==> config.mk <==
export PLATFORM = sky130hd
export DESIGN_NAME = telemetry_frame_encoder
export DESIGN_NICKNAME = d
export VERILOG_FILES = /design/src/hdl/tfe_pkg.sv /design/src/hdl/tfe_front.sv /design/src/hdl/tfe_queue.sv /design/src/hdl/tfe_back.sv /design/src/hdl/telemetry_frame_encoder.sv
export SDC_FILE = /design/constraint.sdc
export NUM_CORES = 1
export LEC_CHECK = 0
export CAP_MARGIN = 20
export CORE_AREA = 2 2 133 109
export CTS_BUF_LIST = sky130_fd_sc_hd__clkbuf_8
export DETAILED_ROUTE_END_ITERATION = 10
export DIE_AREA = 0 0 135 111
export DONT_BUFFER_PORTS = 1
export HOLD_SLACK_MARGIN = 0.03
export PLACE_DENSITY = 0.65
export SYNTH_ARGS = -nofsm -noshare
export SYNTH_HDL_FRONTEND = slang
export SYNTH_SLANG_ARGS = --single-unit
==> constraint.sdc <==
create_clock -name clk -period 5.6 [get_ports clk]
set_input_delay 1.12 -clock clk [delete_from_list [all_inputs] [get_ports clk]]
set_output_delay 1.12 -clock clk [all_outputs]
set_load 0.01 [all_outputs]
==> src/hdl/tfe_pkg.sv <==
`timescale 1ns / 1ps

package tfe_pkg;

  // Item kinds on the request channel
  localparam logic KIND_START = 1'b0;
  localparam logic KIND_DATA  = 1'b1;

  localparam logic [7:0] HEADER_BYTE = 8'h88;

  localparam int MAX_PAYLOAD_DEFAULT = 28;

  // Command queue depth, power of two
  localparam int QUEUE_DEPTH = 4;

  // Byte positions within one command
  localparam logic [1:0] POS_FIRST  = 2'd0;
  localparam logic [1:0] POS_SECOND = 2'd1;
  localparam logic [1:0] POS_THIRD  = 2'd2;
  localparam logic [1:0] POS_FOURTH = 2'd3;

  // One classified request, ready to be expanded into bytes.
  // Start: header, byte_a (func), byte_b (length), [checksum].
  // Data:  byte_a (payload), [checksum].
  typedef struct packed {
    logic       is_start;
    logic [7:0] byte_a;
    logic [7:0] byte_b;
    logic       has_cs;
    logic [7:0] cs;
  } cmd_t;

endpackage

==> src/hdl/tfe_front.sv <==
`timescale 1ns / 1ps

module tfe_front #(
  parameter int MAX_PAYLOAD = tfe_pkg::MAX_PAYLOAD_DEFAULT
) (
  input  logic          clk,
  input  logic          rst,
  input  logic          accept,
  input  logic          kind,
  input  logic [7:0]    func_code,
  input  logic [7:0]    frame_length,
  input  logic [7:0]    data_byte,
  output logic          push,
  output tfe_pkg::cmd_t cmd
);

  localparam int         BlW    = $clog2(MAX_PAYLOAD + 1);
  localparam logic [7:0] MaxLen = 8'(MAX_PAYLOAD);

  logic           frame_open, frame_open_next;
  logic [BlW-1:0] bytes_left, bytes_left_next;
  logic [7:0]     running_sum, running_sum_next;
  logic [7:0]     hdr_sum;
  logic [7:0]     data_sum;

  assign hdr_sum  = tfe_pkg::HEADER_BYTE + func_code + frame_length;
  assign data_sum = running_sum + data_byte;

  always_comb begin
    frame_open_next  = frame_open;
    bytes_left_next  = bytes_left;
    running_sum_next = running_sum;
    push             = 1'b0;
    cmd.is_start     = (kind == tfe_pkg::KIND_START);
    cmd.byte_a       = (kind == tfe_pkg::KIND_START) ? func_code : data_byte;
    cmd.byte_b       = frame_length;
    cmd.has_cs       = 1'b0;
    cmd.cs           = hdr_sum;
    if (accept) begin
      if (kind == tfe_pkg::KIND_START) begin
        if (frame_length <= MaxLen) begin
          push = 1'b1;
          if (frame_length == 8'd0) begin
            // empty frame closes at once
            cmd.has_cs       = 1'b1;
            frame_open_next  = 1'b0;
            bytes_left_next  = '0;
            running_sum_next = 8'd0;
          end else begin
            frame_open_next  = 1'b1;
            bytes_left_next  = BlW'(frame_length);
            running_sum_next = hdr_sum;
          end
        end
      end else if (frame_open) begin
        push   = 1'b1;
        cmd.cs = data_sum;
        if (bytes_left <= BlW'(1)) begin
          cmd.has_cs       = 1'b1;
          frame_open_next  = 1'b0;
          bytes_left_next  = '0;
          running_sum_next = 8'd0;
        end else begin
          bytes_left_next  = bytes_left - BlW'(1);
          running_sum_next = data_sum;
        end
      end
    end
  end

  always_ff @(posedge clk) begin
    if (rst) begin
      frame_open  <= 1'b0;
      bytes_left  <= '0;
      running_sum <= 8'd0;
    end else begin
      frame_open  <= frame_open_next;
      bytes_left  <= bytes_left_next;
      running_sum <= running_sum_next;
    end
  end

endmodule

==> src/hdl/tfe_queue.sv <==
`timescale 1ns / 1ps

module tfe_queue (
  input  logic          clk,
  input  logic          rst,
  input  logic          push,
  input  tfe_pkg::cmd_t wr_cmd,
  output logic          full,
  input  logic          pop,
  output logic          rd_valid,
  output tfe_pkg::cmd_t rd_cmd
);

  localparam int AW = $clog2(tfe_pkg::QUEUE_DEPTH);

  tfe_pkg::cmd_t entries [tfe_pkg::QUEUE_DEPTH];
  logic [AW:0]   wr_ptr;
  logic [AW:0]   rd_ptr;

  assign rd_valid = (wr_ptr != rd_ptr);
  assign full     = (wr_ptr[AW] != rd_ptr[AW]) && (wr_ptr[AW-1:0] == rd_ptr[AW-1:0]);
  assign rd_cmd   = entries[rd_ptr[AW-1:0]];

  always_ff @(posedge clk) begin
    if (push && !full) begin
      entries[wr_ptr[AW-1:0]] <= wr_cmd;
    end
  end

  always_ff @(posedge clk) begin
    if (rst) begin
      wr_ptr <= '0;
      rd_ptr <= '0;
    end else begin
      if (push && !full) begin
        wr_ptr <= wr_ptr + (AW+1)'(1);
      end
      if (pop && rd_valid) begin
        rd_ptr <= rd_ptr + (AW+1)'(1);
      end
    end
  end

endmodule

==> src/hdl/tfe_back.sv <==
`timescale 1ns / 1ps

module tfe_back (
  input  logic          clk,
  input  logic          rst,
  input  logic          q_valid,
  input  tfe_pkg::cmd_t q_cmd,
  output logic          pop,
  output logic          out_valid,
  input  logic          out_ready,
  output logic [7:0]    tx_byte,
  output logic          frame_end,
  output logic          run_last
);

  logic [1:0] idx, idx_next;
  logic [1:0] last_idx;
  logic       load;
  logic       at_last;
  logic [7:0] sel_byte;

  assign load    = q_valid && (!out_valid || out_ready);
  assign at_last = (idx == last_idx);
  assign pop     = load && at_last;

  always_comb begin
    if (q_cmd.is_start) begin
      last_idx = q_cmd.has_cs ? tfe_pkg::POS_FOURTH : tfe_pkg::POS_THIRD;
    end else begin
      last_idx = q_cmd.has_cs ? tfe_pkg::POS_SECOND : tfe_pkg::POS_FIRST;
    end
  end

  always_comb begin
    sel_byte = q_cmd.cs;
    if (q_cmd.is_start) begin
      case (idx)
        tfe_pkg::POS_FIRST:  sel_byte = tfe_pkg::HEADER_BYTE;
        tfe_pkg::POS_SECOND: sel_byte = q_cmd.byte_a;
        tfe_pkg::POS_THIRD:  sel_byte = q_cmd.byte_b;
        default:             sel_byte = q_cmd.cs;
      endcase
    end else if (idx == tfe_pkg::POS_FIRST) begin
      sel_byte = q_cmd.byte_a;
    end
  end

  always_comb begin
    idx_next = idx;
    if (load) begin
      idx_next = at_last ? tfe_pkg::POS_FIRST : idx + 2'd1;
    end
  end

  always_ff @(posedge clk) begin
    if (rst) begin
      idx       <= tfe_pkg::POS_FIRST;
      out_valid <= 1'b0;
    end else begin
      idx <= idx_next;
      if (load) begin
        out_valid <= 1'b1;
      end else if (out_ready) begin
        out_valid <= 1'b0;
      end
    end
  end

  always_ff @(posedge clk) begin
    if (load) begin
      tx_byte   <= sel_byte;
      frame_end <= q_cmd.has_cs && at_last;
      run_last  <= at_last;
    end
  end

  // checksum always closes the burst of its request
  assert property (@(posedge clk) disable iff (rst)
    out_valid && frame_end |-> run_last)
    else $error("checksum byte not marked last");

  // a partly sent command stays at the queue head
  assert property (@(posedge clk) disable iff (rst)
    idx != tfe_pkg::POS_FIRST |-> q_valid)
    else $error("queue head lost mid-command");

  // popping a command restarts the byte position
  assert property (@(posedge clk) disable iff (rst)
    pop |=> idx == tfe_pkg::POS_FIRST)
    else $error("byte position not reset after pop");

endmodule

==> src/hdl/telemetry_frame_encoder.sv <==
`timescale 1ns / 1ps

// Telemetry frame encoder. Start requests (kind 0) open a frame and send the
// header 0x88, the function code and the length; a length above MAX_PAYLOAD
// is dropped silently. Data requests (kind 1) send their byte while a frame is
// open and are dropped otherwise. The last payload byte, or an empty frame's
// header, is followed by the 8-bit wrapping sum of the frame's bytes with
// frame_end set; run_last marks the final byte of each request. Rate: the
// output register sends one byte per cycle while out_ready allows; a data
// request sends one byte (two when it closes the frame) and a start three
// (four for an empty frame). A request is taken every cycle while the 4-entry
// command queue between the classifier and the byte sequencer has room; the
// first byte of a request is held in a queue entry, then the output register.
// Backpressure on out_ready stalls only the sequencer until the queue fills.
module telemetry_frame_encoder #(
  parameter int MAX_PAYLOAD = tfe_pkg::MAX_PAYLOAD_DEFAULT
) (
  input  logic       clk,
  input  logic       rst,
  input  logic       in_valid,
  output logic       in_ready,
  input  logic       kind,
  input  logic [7:0] func_code,
  input  logic [7:0] frame_length,
  input  logic [7:0] data_byte,
  output logic       out_valid,
  input  logic       out_ready,
  output logic [7:0] tx_byte,
  output logic       frame_end,
  output logic       run_last
);

  logic          accept;
  logic          push;
  logic          q_full;
  logic          q_valid;
  logic          pop;
  tfe_pkg::cmd_t wr_cmd;
  tfe_pkg::cmd_t q_cmd;

  // requests that emit nothing still need a free slot; keeps ready simple
  assign in_ready = !q_full;
  assign accept   = in_valid && in_ready;

  // front: classify, track frame state and checksum
  tfe_front #(
    .MAX_PAYLOAD(MAX_PAYLOAD)
  ) u_front (
    .clk          (clk),
    .rst          (rst),
    .accept       (accept),
    .kind         (kind),
    .func_code    (func_code),
    .frame_length (frame_length),
    .data_byte    (data_byte),
    .push         (push),
    .cmd          (wr_cmd)
  );

  tfe_queue u_queue (
    .clk      (clk),
    .rst      (rst),
    .push     (push),
    .wr_cmd   (wr_cmd),
    .full     (q_full),
    .pop      (pop),
    .rd_valid (q_valid),
    .rd_cmd   (q_cmd)
  );

  // back: expand each command into its bytes
  tfe_back u_back (
    .clk       (clk),
    .rst       (rst),
    .q_valid   (q_valid),
    .q_cmd     (q_cmd),
    .pop       (pop),
    .out_valid (out_valid),
    .out_ready (out_ready),
    .tx_byte   (tx_byte),
    .frame_end (frame_end),
    .run_last  (run_last)
  );

endmodule
==> results.md, run 1 <==
* Status: complete, no violations
* DRT met1 WL at 6640 um
* Initial antenna violation count at 0
* R2R Setup Slk at 2.92 ns
* Placeable Area at 13900 um^2
* Worst-Skew Late Latency at 0.44 ns
* CTS max path bufs at 2
* Top fanout value on the critical path at 3
* Pleak at 2.53 nW
* Ant. Diodes at 0
* Hold Crit Depth at 2
* Placer Congestion at 0.799
* P_int at 1.73 mW
* Crit-path max cell delay at 0.43 ns
* Pin count of the biggest net entering global routing at 28
* Layout fillers at 1163
* FF+latch area at 3930 um^2
* VDD IR-drop max at 0.152 mV
* Clock power share at 41.6%
* DR iter-0 viols at 377
* Top Family by Delay on Critical Path: compound AO/OA/AOI/OAI gates
* P_sw at 493 uW
* Post-synth ARST share at 0%
* Slowest-stage cell, CP: a2111oi_0
* Drt via density at 5.71
* Worst-path clk slew at 0.08 ns
* Critical-path cell list: ha_1 -> ha_1 -> inv_1 -> fa_1 -> nor2b_1 -> o31ai_1 -> a2111oi_0 -> a211oi_1 -> a211oi_1
* Post-layout net count at 551
* Total grt overflow at 0
* Sequential fraction of the synthesis area at 58.1%
* #FFs+latches synth at 139
* P&R area growth vs syn at 9.13%
* IO Count at 41
* Worst path required time at 5.95 ns
* Synthesized area per cell at 13.9 um^2
* P per Cell Area at 302 nW/um^2
* Post-route ant nets at 0
* Post-detailed-route DRC marker count at 0
* Relative slew slack at 34.3%
* Cell Area, Synth at 6760 um^2
* Per-cell routed wire length at 20.3 um
* Root Buffer: clkbuf_8
* Synthesized Nets at 547
* Die X at 135 um
* H-tree levels at 4
* RSZ-0062 raised after global routing: false
* Drt pass-1 iters at 4
* Global-route wire length before repair at 22300 um
* Most used DFF post-synth: edfxtp_1
* RR Endpoint: u_queue.rd_ptr[2]$_SDFFE_PP0P_
* Post-CTS Resized at 0
* Crit path DAT at 3.07 ns
* WL final at 13900 um
* Type of origin of the critical path: input pin
* Worst Hold Launch: u_front.bytes_left[3]$_SDFFE_PP0P_
* Final setup viols at 0
* Vias in the first global route at 3960
* Number of flops mapped to enable cells by yosys at 114
* Crit share post-route at 48.6%
* WS Path Type: input pin to register
* Peak Freq at 367 MHz
* WP buf/inv at 1
* Highest metal used: met4
* # placed instances at 654
* Metal2 WL at 6210 um
* Post-DP HPWL at 9480 um
* Worst Skew at 0.0116 ns
* Die ar. at 15000 um^2
* Hold EP: u_front.bytes_left[3]$_SDFFE_PP0P_
* Utilization after layout at 53.2%
* Distinct cells, synth at 61
* Post-CTS Setup Repair Bufs at 0
* Setup TNS at 0 ns
* CP Capture Type: register
* Starting Density at 48.8%
* Combinational power share at 6.9%
* Num rows at 39
* Finished Layout Cells at 686
* Worst-case reg-to-reg path depth at 5
* Sequential Power Share at 51.5%
* Post-synthesis cell count at 485
* Sw Share at 22.1%
* Share of layout cells above drive strength 1 at 17.9%
* Met3 wire len at 932 um
* Die Ht at 111 um
* Cts-stage hold buffer count at 0
* Synth Warn # at 0
* Max Cap Viol at 0
* Vias at 3919
* Min cycle time layout at 2.72 ns
* Final slew viol count at 0
* Area of the multi-input gates at 2640 um^2
* Input/output buffers at 0
* Sink Count at 139
* Final Hold Fails at 0
* Tot GR Track Use at 20.2%
* Worst hold path class: register to register
* Cell count along the critical path at 9
* Slew @ Worst Pin at 0.985 ns
* Total CTS buffers at 17
* CTS tree: done
[cells in the final DEF, fill, tap and decap left out, types with 3 or more instances in the layout]
| master | instances |
|---|---|
| edfxtp_1 | 114 |
| nor2_1 | 37 |
| ha_1 | 31 |
| nand2_1 | 27 |
| mux4_2 | 25 |
| o21ai_0 | 25 |
| dfxtp_1 | 24 |
| inv_1 | 23 |
| a21oi_1 | 18 |
| clkbuf_8 | 17 |
| mux2i_1 | 13 |
| xnor2_1 | 11 |
| mux2_2 | 11 |
| a211oi_1 | 9 |
| xor2_1 | 9 |
| a22oi_1 | 8 |
| buf_4 | 6 |
| nor2b_1 | 5 |
| o21a_1 | 5 |
| and3_1 | 5 |
| nor3_1 | 5 |
| bufinv_16 | 5 |
| a221oi_1 | 4 |
| o22ai_1 | 4 |
| and2_1 | 4 |
| nand3_1 | 3 |
| nor3_2 | 3 |
| clkinv_4 | 3 |
[sequential cells by signal, summed over array words and instances, names as in the netlist, named ones only]
register and cells:
u_back.run_last 1, u_back.idx 2, u_front.running_sum 8, u_queue.entries 104, u_front.frame_open 1, u_queue.wr_ptr 3, u_queue.rd_ptr 3, u_front.bytes_left 5
u_back.tx_byte 8, u_back.out_valid 1, u_back.frame_end 1
[cell families after synthesis]
kind of cell | Yosys count | share of synthesized area [%]
muxes | 50 | 12.5
AOI/OAI and AO/OA | 96 | 9.76
xor gates and xnor gates | 21 | 3.00
adders and majority gates | 33 | 6.33
buffers and inverters | 42 | 2.87
DFF | 139 | 58.1
and+or+nand+nor | 104 | 7.48
[area by class of cell]
cell class | count | share of cell area (%)
Sequential cell | 139 | 53.2
Multi-Input combinational cell | 304 | 35.8
Clock buffer | 17 | 3.17
Tap cell | 184 | 3.12
Clock inverter | 15 | 3.00
Inverter | 21 | 1.07
Timing Repair Buffer | 6 | 0.611
[worst reg2reg max path, stage by stage (launching register included)]
cell	delay (ns)
dfxtp_2	0.97
mux4_2	0.88
xnor2_4	0.28
nand4_1	0.18
xor2_1	0.23
nor2_1	0.05
[power groups by stage]
stage,logic (mW),clock network (mW),registers [mW]
6_report,0.154,0.925,1.15
3_3_place_gp,0.147,0,1.17
3_5_place_dp,0.151,0,1.17
4_1_cts,0.152,0.942,1.15
2_1_floorplan,0.120,0,1.17
5_1_grt,0.171,0.992,1.15
[per-layer routing]
metal,GRT usage [%],vias up
li1,-,1862
met1,29.6,1942
met2,29.4,101
met3,6.22,14
met4,5.63,0
met5,0,-
[synth_stat cells, drive strengths merged (3+ instances only)]
| cell type | count | area, um^2 |
|---|---|---|
| xor2 | 9 | 78.8 |
| dfxtp | 25 | 500 |
| a211oi | 9 | 67.6 |
| and3 | 5 | 31.3 |
| clkbuf | 10 | 38.8 |
| o21a | 5 | 37.5 |
| ha | 31 | 388 |
| nand2 | 28 | 108 |
| mux2 | 11 | 124 |
| and2 | 6 | 40.0 |
| buf | 11 | 76.3 |
| nor3 | 8 | 55.1 |
| a21oi | 18 | 90.1 |
| nor2 | 37 | 139 |
| a22oi | 8 | 60.1 |
| a31oi | 3 | 25.0 |
| nor2b | 5 | 31.3 |
| a221oi | 4 | 35.0 |
| nand3 | 4 | 25.0 |
| o22ai | 4 | 25.0 |
| o21ai | 26 | 130 |
| mux4 | 26 | 589 |
| inv | 21 | 78.8 |
| or3 | 3 | 23.8 |
| xnor2 | 12 | 124 |
| mux2i | 13 | 130 |
| edfxtp | 114 | 3420 |
[worst max-delay path by stage]
stage,from,to,slack [ns]
6_report,func_code[1],u_front.running_sum[7]$_SDFFE_PP0P_,2.88
5_1_grt,frame_length[3],u_front.running_sum[5]$_SDFFE_PP0P_,2.67
4_1_cts,register,u_queue.rd_ptr[2]$_SDFFE_PP0P_,2.84
3_5_place_dp,func_code[1],u_front.running_sum[7]$_SDFFE_PP0P_,2.48
3_3_place_gp,func_code[1],u_queue.entries[0][7]$_DFFE_PP_,2.55
2_1_floorplan,frame_length[7],u_queue.entries[3][0]$_DFFE_PP_,2.64
[stage by stage]
step	power [mW]	instance area (um^2)	worst slack [ns]	hold slack, ns
after detailed placement	1.32	6920	2.48	0.487
after global placement	1.32	6920	2.55	0.478
after floorplan	1.29	6760	2.64	0.463
final	2.22	7370	2.88	0.496
after CTS	2.24	7370	2.84	0.499
after global routing	2.31	7370	2.67	0.534
(Power assumes the default switching activity.)
==> inputs of run 2 (changes only) <==
--- a/config.mk
+++ b/config.mk
@@ -5,14 +5,15 @@
 export SDC_FILE = /design/constraint.sdc
 export NUM_CORES = 1
 export LEC_CHECK = 0
+export ABC_AREA = 1
 export CAP_MARGIN = 20
-export CORE_AREA = 2 2 133 109
+export CORE_AREA = 2 2 136 112
 export CTS_BUF_LIST = sky130_fd_sc_hd__clkbuf_8
 export DETAILED_ROUTE_END_ITERATION = 10
-export DIE_AREA = 0 0 135 111
+export DIE_AREA = 0 0 138 114
 export DONT_BUFFER_PORTS = 1
 export HOLD_SLACK_MARGIN = 0.03
-export PLACE_DENSITY = 0.65
+export PLACE_DENSITY = 0.64
 export SYNTH_ARGS = -nofsm -noshare
 export SYNTH_HDL_FRONTEND = slang
 export SYNTH_SLANG_ARGS = --single-unit
==> constraint.sdc (replaced) <==
create_clock -name clk -period 2.65 [get_ports clk]
set_input_delay 0.53 -clock clk [delete_from_list [all_inputs] [get_ports clk]]
set_output_delay 0.53 -clock clk [all_outputs]
set_load 0.01 [all_outputs]
==> results.md, run 2 <==
* Status: complete, no violations
* Final Hold Fails at 0
* Yosys top cell by area: edfxtp_1
* Synth Warn # at 0
* Distinct cells, synth at 38
* Starting Density at 48.4%
* Global-route wire length before repair at 26200 um
* Post-layout net count at 809
* Post-CTS Resized at 0
* Post-DP HPWL at 11000 um
* Combinational power share at 31.3%
* Top cell type's share of synthesized area at 48.7%
* Critical-path cell list: ha_1 -> inv_1 -> fa_1 -> inv_1 -> nand4_1 -> nand4_1 -> nand2_1 -> o21ai_0
* Sw Share at 36.6%
* Top post-synthesis cells by area: edfxtp_1 49%, nand2_1 9.9%, dfxtp_1 7.1%
* Post-detailed-route DRC marker count at 0
* Placer Congestion at 0.861
* Layout fillers at 1335
* Clock power share at 23.8%
* Root Buffer: clkbuf_8
* Reg-to-Reg Start: u_front.running_sum[0]$_SDFFE_PP0P_
* VDD IR-drop max at 0.395 mV
* Drt pass-1 iters at 5
* Cts-stage hold buffer count at 0
* Sink Count at 139
* Most used DFF post-synth: edfxtp_1
* Post-synth ARST share at 0%
* Initial antenna violation count at 0
* Max Cap Viol at 0
* Synthesized Nets at 808
* Sequential Power Share at 44.9%
* Worst-Skew Late Latency at 0.44 ns
* Min cycle time layout at 2.12 ns
* Setup WS post-layout at 0.534 ns
* Worst Skew at 0.0131 ns
* Slew @ Worst Pin at 0.730 ns
* Vias in the first global route at 5033
* Vias at 5101
* Commonest non-fill, non-tap cell in the layout: nand2_1
* P_int at 3.92 mW
* Placeable Area at 14500 um^2
* Total grt overflow at 0
* RR Endpoint: u_queue.entries[2][6]$_DFFE_PP_
* Sequential fraction of the synthesis area at 55.8%
* Total CTS buffers at 17
* Worst-path clk slew at 0.07 ns
* Die X at 138 um
* Max reg flops at 104
* Pleak at 3.07 nW
* Worst hold path class: input pin to register
* P&R area growth vs syn at 7.32%
* Worst Hold Launch: rst
* CP Capture Type: register
* CTS tree: done
* Relative slew slack at 50.8%
* WL final at 16300 um
* Cell Area, Synth at 7030 um^2
* Crit path DAT at 2.28 ns
* H-tree levels at 4
* Hold_ws at 0.142 ns
* Final setup viols at 0
* Input/output buffers at 0
* Layer with the highest usage: met2
* P_sw at 2.26 mW
* Share of layout cells above drive strength 1 at 8.71%
* R2R Setup Slk at 0.53 ns
* IO Count at 41
* Post-route ant nets at 0
* Type of origin of the critical path: register
* Ant. Diodes at 0
* Count leader, synth: nand2_1
* RSZ-0062 raised after global routing: false
* Worst path required time at 2.81 ns
* Tot GR Track Use at 21.6%
* Hold Crit Depth at 1
* M1 GR Usage at 28.8%
* Per-cell routed wire length at 17.2 um
* Number of flops mapped to enable cells by yosys at 114
* Crit-path max cell delay at 0.45 ns
* Synth cell count leaders: 186 x nand2_1, 114 x edfxtp_1, 76 x nor2_1
* Peak Freq at 472 MHz
* Slowest-stage cell, CP: o21ai_0
* #FFs+latches synth at 139
* Post-synthesis cell count at 746
* CTS max path bufs at 2
* Crit share post-route at 79.9%
* Synthesized area per cell at 9.42 um^2
* Pin count of the biggest net entering global routing at 53
* WS Path Type: register to register
* Commonest non-fill, non-tap cells in the layout: 186 x nand2_1, 114 x edfxtp_1, 72 x nor2_1
* Setup WS pre-CTS at 0.244 ns
* Worst-case reg-to-reg path depth at 8
* P per Cell Area at 820 nW/um^2
* Die Ht at 114 um
* Met2 usage at 34.7%
* Die ar. at 15700 um^2
* Drt via density at 5.39
* DR iter-0 viols at 445
* M3 GR Usage at 5.96%
* Num rows at 40
* Post-CTS Setup Repair Bufs at 0
* Top fanout value on the critical path at 4
* Hold EP: u_front.frame_open$_SDFFE_PP0P_
* Final slew viol count at 0
## run 2: changes by cell type after synthesis, moves of 9 or more
cell      delta
nand3_1     +54
inv_1       +44
mux2i_1     -13
nand2_1    +159
nor2_1      +39
a211oi_1     -9
mux2_2      -11
o21ai_1     +12
o21ai_0     +31
mux4_2      -25
buf_2       +11
## run 2: through the flow
step | TNS, ns | util, % | cell area (um^2) | power, mW | std cells
floorplan | -20.11 | - | 7030 | 4.28 | 746
global placement | 0 | 49.7 | 7220 | 4.68 | 917
detailed placement | 0 | 49.7 | 7220 | 4.75 | 917
CTS | 0 | 52.0 | 7540 | 6.21 | 947
global route | 0 | 52.0 | 7540 | 6.58 | 947
finish | 0 | 52.0 | 7540 | 6.18 | 947
## run 2: logic make-up after synthesis
family	count (synthesis)	share of synthesized area, %
adder cells (fa/ha/maj)	33	6.09
AO/OA/AOI/OAI	119	9.40
flip-flops	139	55.8
AND/OR/NAND/NOR	343	20.7
buffers and inverters	101	6.60
XOR/XNOR	11	1.37
## run 2: how the worst max path moves through the flow
| stage | start | endpoint | slack, ns | cells after the start |
|---|---|---|---|---|
| final | u_front.running_sum[0]$_SDFFE_PP0P_ | u_queue.entries[2][6]$_DFFE_PP_ | 0.53 | 8 |
| after global routing | u_front.running_sum[0]$_SDFFE_PP0P_ | u_queue.entries[0][6]$_DFFE_PP_ | 0.39 | 8 |
| after CTS | u_front.running_sum[0]$_SDFFE_PP0P_ | u_queue.entries[2][6]$_DFFE_PP_ | 0.55 | 8 |
| after detailed placement | func_code[1] | u_queue.entries[3][5]$_DFFE_PP_ | 0.24 | 10 |
| after global placement | func_code[1] | u_queue.entries[2][5]$_DFFE_PP_ | 0.37 | 10 |
| after floorplan | kind | u_queue.entries[0][0]$_DFFE_PP_ | -0.19 | 8 |
## run 2: critical path, delay by kind of cell, from the launching register on
kind | cells | cell delay (ns)
adders and majority gates | 2 | 0.60
AOI/OAI and AO/OA | 1 | 0.45
DFF | 1 | 0.35
and+or+nand+nor | 3 | 0.29
buffers and inverters | 2 | 0.15
## run 2: layer usage
layer / share of wire [%] / wire length [um]
met1: 44 / 7180
met2: 46 / 7520
met3: 8.2 / 1330
met4: 1.5 / 252
met5: 0 / 0
## run 2: area by class of cell
type,instances,area [um^2],share of cell area [%]
clock buffer,17,234,3.10
clock inverter,13,90.1,1.19
inverter,72,275,3.65
multi-input combinational,506,2650,35.1
sequential,139,3920,52.0
tap,189,236,3.14
timing repair buffer,11,133,1.76
## run 2: power groups by stage
stage | sequential [mW] | combinational (mW) | clock (mW)
after detailed placement | 2.83 | 1.92 | 0
final | 2.78 | 1.93 | 1.47
after global routing | 2.79 | 2.20 | 1.59
after global placement | 2.82 | 1.86 | 0
after CTS | 2.78 | 1.93 | 1.51
after floorplan | 2.78 | 1.50 | 0
